[config.mk]
export PLATFORM = sky130hd
export DESIGN_NAME = stepper_axis_position_tracker
export DESIGN_NICKNAME = d
export VERILOG_FILES = /design/src/sv/stpax_pkg.sv /design/src/sv/stpax_core.sv /design/src/sv/stpax_skid.sv /design/src/sv/stepper_axis_position_tracker.sv
export VERILOG_INCLUDE_DIRS = /design/src /design/src/sv
export SDC_FILE = /design/constraint.sdc
export NUM_CORES = 1
export LEC_CHECK = 0
export ABC_AREA = 1
export BUFFER_PORTS_ARGS = -buffer_cell sky130_fd_sc_hd__buf_2
export CAP_MARGIN = 20
export CORE_ASPECT_RATIO = 1.4
export CORE_MARGIN = 2
export CORE_UTILIZATION = 55
export DETAILED_ROUTE_END_ITERATION = 6
export GPL_TIMING_DRIVEN = 1
export PLACE_DENSITY = 0.77
export SLEW_MARGIN = 25
export SYNTH_ARGS = -nofsm -noshare
export SYNTH_HDL_FRONTEND = slang
export SYNTH_SLANG_ARGS = --single-unit
[constraint.sdc]
create_clock -name clk_i -period 6.6 [get_ports clk_i]
set_input_delay 0.99 -clock clk_i [delete_from_list [all_inputs] [get_ports clk_i]]
set_output_delay 0.99 -clock clk_i [all_outputs]
set_load 0.05 [all_outputs]
[src/sv/stepper_axis_position_tracker_assert.svh]
// Assertion macros shared by the position tracker modules.
`ifndef STEPPER_AXIS_POSITION_TRACKER_ASSERT_SVH
`define STEPPER_AXIS_POSITION_TRACKER_ASSERT_SVH

// Property that must hold at every clock edge out of reset.
`define STPAX_ASSERT(lbl, prop, msg) \
  lbl: assert property (@(posedge clk_i) disable iff (!rst_ni) (prop)) else $error(msg);

// Same-cycle implication.
`define STPAX_ASSERT_IMP(lbl, ante, cons, msg) \
  lbl: assert property (@(posedge clk_i) disable iff (!rst_ni) (ante) |-> (cons)) \
    else $error(msg);

// Next-cycle implication.
`define STPAX_ASSERT_NXT(lbl, ante, cons, msg) \
  lbl: assert property (@(posedge clk_i) disable iff (!rst_ni) (ante) |=> (cons)) \
    else $error(msg);

`endif

[src/sv/stpax_pkg.sv]
// Shared types and constants of the stepper axis position tracker.
package stpax_pkg;

  // Fixed field widths
  localparam int unsigned ACTION_BITS   = 3;
  localparam int unsigned TARGET_BITS   = 32;
  localparam int unsigned OUT_POS_BITS  = 16;
  localparam int unsigned CFG_IDX_BITS  = 1;
  localparam int unsigned CFG_DATA_BITS = 16;

  localparam logic [CFG_DATA_BITS-1:0] MAX_POSITION_RESET = 16'd20000;

  typedef enum logic [ACTION_BITS-1:0] {
    ACT_TICK = 3'd0,
    ACT_ABS  = 3'd1,
    ACT_INC  = 3'd2,
    ACT_ZERO = 3'd3,
    ACT_HOLD = 3'd4
  } action_e;

  typedef enum logic [CFG_IDX_BITS-1:0] {
    REG_MOTOR_MAPPING = 1'b0,
    REG_MAX_POSITION  = 1'b1
  } reg_idx_e;

  typedef logic [OUT_POS_BITS-1:0] out_pos_t;

  // One input transaction
  typedef struct packed {
    logic [ACTION_BITS-1:0] action;
    logic [TARGET_BITS-1:0] target;
    logic                   positive_limit_hit;
    logic                   negative_limit_hit;
    logic                   motor_stepped;
  } item_t;

  // One result transaction
  typedef struct packed {
    logic     stepped;
    logic     blocked;
    logic     moving_positive;
    logic     motor_clockwise;
    out_pos_t axis_position;
    out_pos_t goal_position;
    logic     at_target;
  } result_t;

endpackage

[src/sv/stpax_core.sv]
// Input register, configuration and axis state with the per-item update logic.
module stpax_core #(
  parameter int unsigned POSITION_BITS = 16
) (
  input  logic                                   clk_i,
  input  logic                                   rst_ni,
  input  logic                                   cfg_we_i,
  input  logic [stpax_pkg::CFG_IDX_BITS-1:0]     cfg_addr_i,
  input  logic [stpax_pkg::CFG_DATA_BITS-1:0]    cfg_wdata_i,
  input  logic                                   in_valid_i,
  input  stpax_pkg::item_t                       item_i,
  output logic                                   in_stall_o,
  output logic                                   res_valid_o,
  output stpax_pkg::result_t                     res_o,
  input  logic                                   res_stall_i
);

  typedef logic [POSITION_BITS-1:0] pos_t;
  typedef logic [stpax_pkg::TARGET_BITS-1:0] word_t;

  localparam word_t PosMask = word_t'((64'd1 << POSITION_BITS) - 64'd1);

  logic                                 item_valid_q;
  stpax_pkg::item_t                     item_q;
  logic                                 fire;
  logic                                 mapping_q;
  logic [stpax_pkg::CFG_DATA_BITS-1:0]  max_q;
  pos_t                                 now_q, now_d;
  pos_t                                 goal_q, goal_d;
  logic                                 dir_q, dir_d;
  logic                                 stepped, blocked;
  word_t                                now_w, goal_w, move_w, limit_w, sat_w, max_w;
  logic                                 move_skip;

  // Input register: holds while the result side is full
  assign in_stall_o = item_valid_q && res_stall_i;
  assign fire       = item_valid_q && !res_stall_i;

  always_ff @(posedge clk_i or negedge rst_ni) begin
    if (!rst_ni) begin
      item_valid_q <= 1'b0;
    end else if (!in_stall_o) begin
      item_valid_q <= in_valid_i;
    end
  end

  always_ff @(posedge clk_i) begin
    if (in_valid_i && !in_stall_o) begin
      item_q <= item_i;
    end
  end

  // Configuration registers
  always_ff @(posedge clk_i or negedge rst_ni) begin
    if (!rst_ni) begin
      mapping_q <= 1'b0;
      max_q     <= stpax_pkg::MAX_POSITION_RESET;
    end else if (cfg_we_i) begin
      case (stpax_pkg::reg_idx_e'(cfg_addr_i))
        stpax_pkg::REG_MOTOR_MAPPING: mapping_q <= cfg_wdata_i[0];
        stpax_pkg::REG_MAX_POSITION:  max_q     <= cfg_wdata_i;
        default: ;
      endcase
    end
  end

  // Move target: absolute or goal plus increment, then saturated
  assign now_w   = word_t'(now_q);
  assign goal_w  = word_t'(goal_q);
  assign max_w   = word_t'(max_q);
  assign move_w  = (stpax_pkg::action_e'(item_q.action) == stpax_pkg::ACT_INC)
                   ? goal_w + item_q.target : item_q.target;
  assign limit_w = (max_w < PosMask) ? max_w : PosMask;
  assign sat_w   = (move_w > limit_w) ? limit_w : move_w;
  assign move_skip = (move_w == goal_w) || (move_w == now_w);

  // Next state for the registered item
  always_comb begin
    now_d   = now_q;
    goal_d  = goal_q;
    dir_d   = dir_q;
    stepped = 1'b0;
    blocked = 1'b0;
    case (stpax_pkg::action_e'(item_q.action))
      stpax_pkg::ACT_TICK: begin
        if (now_q != goal_q) begin
          if (((now_q < goal_q) && item_q.positive_limit_hit) ||
              ((now_q > goal_q) && item_q.negative_limit_hit)) begin
            goal_d  = now_q;
            blocked = 1'b1;
          end else if (item_q.motor_stepped) begin
            now_d   = dir_q ? now_q + pos_t'(1) : now_q - pos_t'(1);
            stepped = 1'b1;
          end
        end
      end
      stpax_pkg::ACT_ABS, stpax_pkg::ACT_INC: begin
        if (!move_skip) begin
          goal_d = pos_t'(sat_w);
          dir_d  = pos_t'(sat_w) > now_q;
        end
      end
      stpax_pkg::ACT_ZERO: begin
        now_d  = '0;
        goal_d = '0;
      end
      stpax_pkg::ACT_HOLD: begin
        goal_d = now_q;
      end
      default: ;
    endcase
  end

  // Axis state
  always_ff @(posedge clk_i or negedge rst_ni) begin
    if (!rst_ni) begin
      now_q  <= '0;
      goal_q <= '0;
      dir_q  <= 1'b1;
    end else if (fire) begin
      now_q  <= now_d;
      goal_q <= goal_d;
      dir_q  <= dir_d;
    end
  end

  // Result shows the state after the item
  assign res_valid_o               = fire;
  assign res_o.stepped             = stepped;
  assign res_o.blocked             = blocked;
  assign res_o.moving_positive     = dir_d;
  assign res_o.motor_clockwise     = dir_d ^ mapping_q;
  assign res_o.axis_position       = stpax_pkg::out_pos_t'(now_d);
  assign res_o.goal_position       = stpax_pkg::out_pos_t'(goal_d);
  assign res_o.at_target           = (now_d == goal_d);

`include "stepper_axis_position_tracker_assert.svh"

  `STPAX_ASSERT_IMP(a_step_xor_block, fire, !(stepped && blocked), "step and block in one item")
  `STPAX_ASSERT_IMP(a_block_on_target, fire && blocked, res_o.at_target, "block left axis off target")
  `STPAX_ASSERT_NXT(a_state_holds, !fire, $stable(now_q) && $stable(goal_q), "state moved without item")

endmodule

[src/sv/stpax_skid.sv]
// Result register with a skid entry so the input side runs ahead of stalls.
module stpax_skid (
  input  logic                clk_i,
  input  logic                rst_ni,
  input  logic                in_valid_i,
  input  stpax_pkg::result_t  in_data_i,
  output logic                in_stall_o,
  output logic                out_valid_o,
  output stpax_pkg::result_t  out_data_o,
  input  logic                out_stall_i
);

  logic               main_valid_q, main_valid_d;
  logic               skid_valid_q, skid_valid_d;
  stpax_pkg::result_t main_q, skid_q;
  logic               accept, take, load_main, load_skid, pop_skid;

  assign in_stall_o = skid_valid_q;
  assign accept     = in_valid_i && !skid_valid_q;
  assign take       = main_valid_q && !out_stall_i;
  assign pop_skid   = skid_valid_q && take;
  assign load_main  = accept && (!main_valid_q || take);
  assign load_skid  = accept && main_valid_q && !take;

  // Occupancy
  always_comb begin
    main_valid_d = main_valid_q;
    skid_valid_d = skid_valid_q;
    if (pop_skid) begin
      skid_valid_d = 1'b0;
    end else if (load_main) begin
      main_valid_d = 1'b1;
    end else if (load_skid) begin
      skid_valid_d = 1'b1;
    end else if (take) begin
      main_valid_d = 1'b0;
    end
  end

  always_ff @(posedge clk_i or negedge rst_ni) begin
    if (!rst_ni) begin
      main_valid_q <= 1'b0;
      skid_valid_q <= 1'b0;
    end else begin
      main_valid_q <= main_valid_d;
      skid_valid_q <= skid_valid_d;
    end
  end

  // Payload
  always_ff @(posedge clk_i) begin
    if (pop_skid) begin
      main_q <= skid_q;
    end else if (load_main) begin
      main_q <= in_data_i;
    end
    if (load_skid) begin
      skid_q <= in_data_i;
    end
  end

  assign out_valid_o = main_valid_q;
  assign out_data_o  = main_q;

`include "stepper_axis_position_tracker_assert.svh"

  `STPAX_ASSERT_IMP(a_skid_needs_main, skid_valid_q, main_valid_q, "skid entry without result entry")
  `STPAX_ASSERT_NXT(a_take_clears_skid, take, !skid_valid_q, "skid entry left after a take")
  `STPAX_ASSERT_NXT(a_stall_keeps_main, main_valid_q && out_stall_i, main_valid_q, "stalled result lost")

endmodule

[src/sv/stepper_axis_position_tracker.sv]
// Top level of the stepper axis position tracker.
//
//  channel | valid       | stall       | payload
//  --------+-------------+-------------+-------------------------------------------
//  input   | in_valid_i  | in_stall_o  | action_i target_i *_limit_hit_i motor_stepped_i
//  result  | out_valid_o | out_stall_i | stepped_o .. at_target_o
//  config  | cfg_we_i    | none        | cfg_addr_i cfg_wdata_i
//
// One item per cycle unless in_stall_o; each item gives one result via the
// input register, then the result register holding the updated axis state.
// The state update is combinational: compare, increment and saturation.
// Reset clears position and target to zero, direction to positive, mapping to
// zero and the maximum position to 20000.
// A stalled result side fills one skid entry, then in_stall_o rises.
module stepper_axis_position_tracker #(
  parameter int unsigned POSITION_BITS = 16
) (
  input  logic                                 clk_i,
  input  logic                                 rst_ni,
  input  logic                                 cfg_we_i,
  input  logic [stpax_pkg::CFG_IDX_BITS-1:0]   cfg_addr_i,
  input  logic [stpax_pkg::CFG_DATA_BITS-1:0]  cfg_wdata_i,
  input  logic                                 in_valid_i,
  output logic                                 in_stall_o,
  input  logic [stpax_pkg::ACTION_BITS-1:0]    action_i,
  input  logic [stpax_pkg::TARGET_BITS-1:0]    target_i,
  input  logic                                 positive_limit_hit_i,
  input  logic                                 negative_limit_hit_i,
  input  logic                                 motor_stepped_i,
  output logic                                 out_valid_o,
  input  logic                                 out_stall_i,
  output logic                                 stepped_o,
  output logic                                 blocked_o,
  output logic                                 moving_positive_o,
  output logic                                 motor_clockwise_o,
  output stpax_pkg::out_pos_t                  axis_position_o,
  output stpax_pkg::out_pos_t                  goal_position_o,
  output logic                                 at_target_o
);

  stpax_pkg::item_t   item;
  stpax_pkg::result_t res, res_out;
  logic               res_valid, res_stall;

  assign item.action             = action_i;
  assign item.target             = target_i;
  assign item.positive_limit_hit = positive_limit_hit_i;
  assign item.negative_limit_hit = negative_limit_hit_i;
  assign item.motor_stepped      = motor_stepped_i;

  stpax_core #(
    .POSITION_BITS (POSITION_BITS)
  ) u_core (
    .clk_i       (clk_i),
    .rst_ni      (rst_ni),
    .cfg_we_i    (cfg_we_i),
    .cfg_addr_i  (cfg_addr_i),
    .cfg_wdata_i (cfg_wdata_i),
    .in_valid_i  (in_valid_i),
    .item_i      (item),
    .in_stall_o  (in_stall_o),
    .res_valid_o (res_valid),
    .res_o       (res),
    .res_stall_i (res_stall)
  );

  stpax_skid u_skid (
    .clk_i       (clk_i),
    .rst_ni      (rst_ni),
    .in_valid_i  (res_valid),
    .in_data_i   (res),
    .in_stall_o  (res_stall),
    .out_valid_o (out_valid_o),
    .out_data_o  (res_out),
    .out_stall_i (out_stall_i)
  );

  assign stepped_o          = res_out.stepped;
  assign blocked_o          = res_out.blocked;
  assign moving_positive_o  = res_out.moving_positive;
  assign motor_clockwise_o  = res_out.motor_clockwise;
  assign axis_position_o    = res_out.axis_position;
  assign goal_position_o    = res_out.goal_position;
  assign at_target_o        = res_out.at_target;

endmodule

### After elaboration in Yosys (flattened, before gate mapping)

Index checks and enable logic that the tools add are counted.

* bits in registers: 165
* word-level logic and storage cells: 105
* input port bits: 60
* output and inout port bits: 39

* $add $sub $neg: 3
* mux-type cells: 29
* $lt $le $gt $ge: 5
* reductions and logical operators: 28
* bitwise gates (word level): 3
* eq/ne operators: 10

Operators with widths (number)
* 16-bit 2-to-1 mux: 9
* 37-bit 2-to-1 mux: 2
* 32-bit by 16-bit == test with 1-bit output: 2
* 16-bit one-hot mux with 4 select lines: 1
* 16-bit by 32-bit adder with 32-bit output: 1
* 16-bit greater-than comparator: 2
* 32-bit by 16-bit greater-than comparator with 1-bit output: 1
* 32-bit 2-to-1 mux: 1
* 16-bit one-hot mux with 2 select lines: 1
* 16-bit by 1-bit adder with 16-bit output (second input constant): 1
* 16-bit == test: 1
* 16-bit less-than comparator: 1
* 16-bit less-than comparator (second input constant): 1
* 16-bit inequality test: 1
* 16-bit by 1-bit subtractor with 16-bit output (second input constant): 1
* 1-bit 2-to-1 mux: 15
* 1-bit logical AND: 11
* 3-bit by 2-bit == test with 1-bit output (second input constant): 2
* 2-bit AND reduction: 3
* 2-bit nonzero test: 3
* 1-bit logical NOT: 5
* 3-bit by 1-bit == test with 1-bit output (second input constant): 1
* 3-bit == test (second input constant): 1
* 3-bit logical NOT: 1
* other kinds (7): 10

### Depth between registers and ports, before layout

* depth after elaboration: 10
* gate-level depth with buffers: 39
* mapped depth without buffers: 38

### Modules after synthesis

Synthesis repeated with hierarchy kept, for this count alone.

* cell total of the unflattened synthesis: 1745
* area total of the unflattened synthesis: 12375.6 µm²

By module, submodules not included
* stpax_core: instances 1, sequential area each 2424.8 µm², area each 9425.3 µm², cells each 1525
* stpax_skid: instances 1, sequential area each 2272.2 µm², area each 2950.3 µm², cells each 220

### Worst setup path after synthesis

OpenSTA, ideal clock, no wires.

* path kind: reg2reg
* start: reg u_core.goal_q[0]
* end: reg u_skid.main_q (netlist bit u_skid.out_data_o[33]) (data pin)
* arrival: 4690 ps
* cell stages (with the launch flop): 37
* path buffers: 1
* setup slack: 1658 ps
* cell sequence: dfrtp_1 -> ha_1 -> inv_1 -> fa_1 -> inv_1 -> nand3_1 -> nand2_2 -> nand2_1 -> nand2_1 -> nand2_1 -> nand3_1 -> nand3_1 -> nand2_1 -> inv_1 -> ha_1 -> nand2_1 -> inv_1 -> nand3_1 -> nor3_1 -> nand4_1 -> nand2_1 -> clkbuf_1 -> nand4_1 -> nand2_1 -> inv_1 -> ha_1 -> a21oi_1 -> o21ai_0 -> nand2_1 -> o211ai_1 -> a2111oi_0 -> a31oi_1 -> nand3_1 -> nand2_1 -> xor2_1 -> nand2_1 -> nand2_1

RTL lines
* start: declaration: line stpax_core.sv:29 `pos_t goal_q, goal_d;`
* start signal: assignment: line stpax_core.sv:122 `goal_q <= goal_d;`
* end signal: assignment: line stpax_skid.sv:53 `main_q <= skid_q;`
* end signal: assignment: line stpax_skid.sv:55 `main_q <= in_data_i;`
* end: declaration: line stpax_skid.sv:15 `stpax_pkg::result_t main_q, skid_q;`

==> flow_summary.json <==
{
  "status": "complete, no violations",
  "startpoint_type": "register",
  "p_switching_mw": 3.088,
  "postSynthAreaPerCell_um2": 7.247,
  "nets": 1910,
  "required_ps": 6810,
  "hold_class": "reg -> reg",
  "die_x_um": 129.8,
  "grt_overflow": 0,
  "critical_path_class": "reg -> reg",
  "rsz0062_at_grt": "false",
  "timing.rr.start": "u_core.goal_q[0]",
  "netlist.area_leader.share_pct": 27.61,
  "clk_latency_ps": 450,
  "swShare_pct": 50.25,
  "final.setup_skew_ps": 11.72,
  "whs_ps": 514.6,
  "drive_gt1_share_pct": 13.18,
  "timing.rr.end": "u_skid.out_data_o[33]",
  "drv_slew": 0,
  "grt_pass1_vias": 11010,
  "cts-root-buf": "clkbuf_16",
  "power.total_mw": 6.146,
  "dp_slack_ps": 778.8,
  "r2r_cells": 36,
  "cts_buffers": 17,
  "fin_crit_ps": 5938,
  "p_leak_nw": 6.751,
  "core_region_area_um2": 21780,
  "p_clk_share_pct": 16.9,
  "p_seq_share_pct": 28.4,
  "synth-edff-count": 112,
  "max_cap_viol_count": 0,
  "arrival_ps": 6140,
  "ys_types": 53,
  "timing.final.ws_setup_ps": 661.8,
  "cp_slowest_cell": "dfrtp_1",
  "share_comb_of_total_power_pct": 54.7,
  "tns_ps": 0,
  "path_delay_family": "simple AND/OR/NAND/NOR gates",
  "hold_viol_final": 0,
  "irDropWorstVdd_mv": 0.2196,
  "crit_buf_inv": 5,
  "place_congestion": 0.9813,
  "final_cells": 2080,
  "multiInputGateArea_um2": 6426,
  "cts_resized": 0,
  "fin_crit_sh_pct": 89.97,
  "synth_largest_area_cell": "edfxtp_1",
  "drc": 0,
  "grt_pass1_wl_um": 58060,
  "p_per_area_nw_per_um2": 452.0,
  "viasPerCell": 5.493,
  "slowest_delay_ps": 450,
  "fillCellCount": 2033,
  "endpoint_kind": "register",
  "drt-total-wl_um": 36890,
  "crit_fanout": 17,
  "ys_seq_area_share_pct": 38.55,
  "syn_to_final_growth_pct": 11.61,
  "clkTransAtPathRegs_ps": 70,
  "ios": 99,
  "initial_core_util_pct": 55.93,
  "synthArstFlopShare_pct": 32.12,
  "ys_ff_latch": 165,
  "reg2reg_slack_ps": 660,
  "antenna_found_initial": 0,
  "place_inst": 2048,
  "vias": 11430,
  "cts_max_level": 4,
  "cts_tree": "done",
  "slew_headroom_pct": 21.44,
  "dpl.hpwl_um": 29310,
  "crit_path_frequent_cell": "nand2_1",
  "die_y_um": 180.1,
  "hold_buffers": 0,
  "hold_start": "u_core.item_valid_q",
  "tightest_slew_ps": 1169,
  "p_int_mw": 3.057,
  "hold_end": "u_core.item_valid_q",
  "io_buffers": 98,
  "synth.yosys.warnings": 0,
  "rows": 64,
  "synth_ff_type": "edfxtp_1",
  "clockBufferDepth": 2,
  "max_freq_mhz": 168.4,
  "postRouteAntennaNets": 0,
  "n_antenna_cell": 0,
  "die_area_um2": 23370,
  "synthesis.nets": 1821,
  "first_pass_iters": 6,
  "synthTopCellsByArea": "edfxtp_1 (28%), nand2_1 (17%), dfrtp_1 (9.7%), ha_1 (8.0%), inv_1 (6.8%)",
  "wl_per_cell_um": 17.73,
  "setup_violations": 0,
  "synth_area_um2": 12180,
  "grtUsageTotal_pct": 32.41,
  "min_path_cells": 2,
  "cts.sinks": 165,
  "post_cts_buffers": 0,
  "grt_max_degree": 73,
  "area.sequential_um2": 4697,
  "drtIter0Drc": 1025,
  "synth_cells": 1681
}
==> per-layer routing <==
metal  vias to the layer above  routed length (um)  track usage (%)
li1                       5667                   -                -
met1                      5168               14360            38.45
met2                       473               18370            55.29
met3                       118                2019            4.899
met4                         0                2127            18.15
met5                         -                   0                0
==> area by class of cell <==
class / instances / area share [%]
well taps: 297 / 2.733
flip-flops and latches: 165 / 34.54
inverters: 235 / 6.488
clock inverters: 13 / 1.187
multi-input cells: 1238 / 47.26
clock buffers: 19 / 3.258
repair buffers: 113 / 4.527
==> power groups by stage <==
stage | Sequential [mW] | Clock (mW) | Combinational (mW)
2_1_floorplan | 2.11 | 0 | 2.05
3_3_place_gp | 1.75 | 0 | 3.27
3_5_place_dp | 1.76 | 0 | 3.31
4_1_cts | 1.74 | 1.06 | 3.33
5_1_grt | 1.78 | 1.09 | 3.75
6_report | 1.74 | 1.04 | 3.36
==> worst max-delay path by stage <==
stage / from / endpoint / slack, ps / depth (start not counted)
after floorplan: u_core.goal_q[0] / u_skid.out_data_o[33] / 1660 / 36
after global placement: u_core.goal_q[0] / u_skid.out_data_o[33] / 900 / 35
after detailed placement: u_core.goal_q[0] / u_skid.out_data_o[33] / 780 / 36
after CTS: u_core.goal_q[0] / u_skid.out_data_o[33] / 750 / 35
after global routing: u_core.goal_q[0] / u_skid.out_data_o[33] / 160 / 35
final: u_core.goal_q[0] / u_skid.out_data_o[33] / 660 / 36
==> kinds of logic after synthesis <==
| group | Yosys count | share of synthesized area [%] |
|---|---|---|
| flops | 165 | 38.55 |
| xor+xnor | 21 | 1.510 |
| compound gates | 215 | 9.418 |
| fa+ha+maj | 80 | 8.339 |
| buf+inv | 278 | 8.894 |
| simple gates | 922 | 33.29 |
==> sequential cells by signal, indices dropped and copies added, names as in the netlist <==
| name | count |
|---|---|
| u_skid.in_stall_o | 1 |
| u_core.item_valid_q | 1 |
| u_core.max_q | 16 |
| u_skid.out_valid_o | 1 |
| u_core.now_q | 16 |
| u_core.item_q | 38 |
| u_skid.out_data_o | 37 |
| u_core.mapping_q | 1 |
| u_skid.skid_q | 37 |
| u_core.goal_q | 16 |
| u_core.dir_q | 1 |
==> cell usage in the layout (no fill, tap or decap), types with 3 or more instances in the layout <==
master,instances
nand2_1,560
inv_1,222
nand3_1,140
edfxtp_1,112
buf_2,98
o21ai_0,96
nor2_1,95
a21oi_1,89
ha_1,78
dfrtp_1,47
nand4_1,33
nand2_2,29
clkbuf_16,17
xor2_1,14
buf_4,14
or2_2,12
nor2_2,11
nand3_2,10
inv_2,9
nor3_1,9
xnor2_1,7
dfstp_2,6
nand3b_1,5
a31oi_1,5
inv_6,5
clkinv_1,4
a22oi_1,4
nor2_4,3
o21ai_1,3
nor4_1,3
o21a_1,3
==> synth_stat cells (10+ instances only) <==
library cell	instances
a21oi_1	89
buf_2	11
clkbuf_1	27
dfrtp_1	47
edfxtp_1	112
ha_1	78
inv_1	222
nand2_1	560
nand2_2	29
nand3_1	140
nand3_2	10
nand4_1	33
nor2_1	98
nor2_2	10
o21ai_0	96
or2_2	12
xor2_1	14
==> worst min-delay path: cells and delay by family, from the launching register on <==
family / cells / cell delay, ps
AND/OR/NAND/NOR: 2 / 130
flip-flops: 1 / 350
==> stage by stage <==
stage / util (%) / instance area (um^2)
4_1_cts: 62.43 / 13600
6_report: 62.43 / 13600
2_1_floorplan: - / 12180
3_3_place_gp: 59.56 / 12970
5_1_grt: 62.43 / 13600
3_5_place_dp: 59.65 / 12990
(Power assumes the default switching activity.)
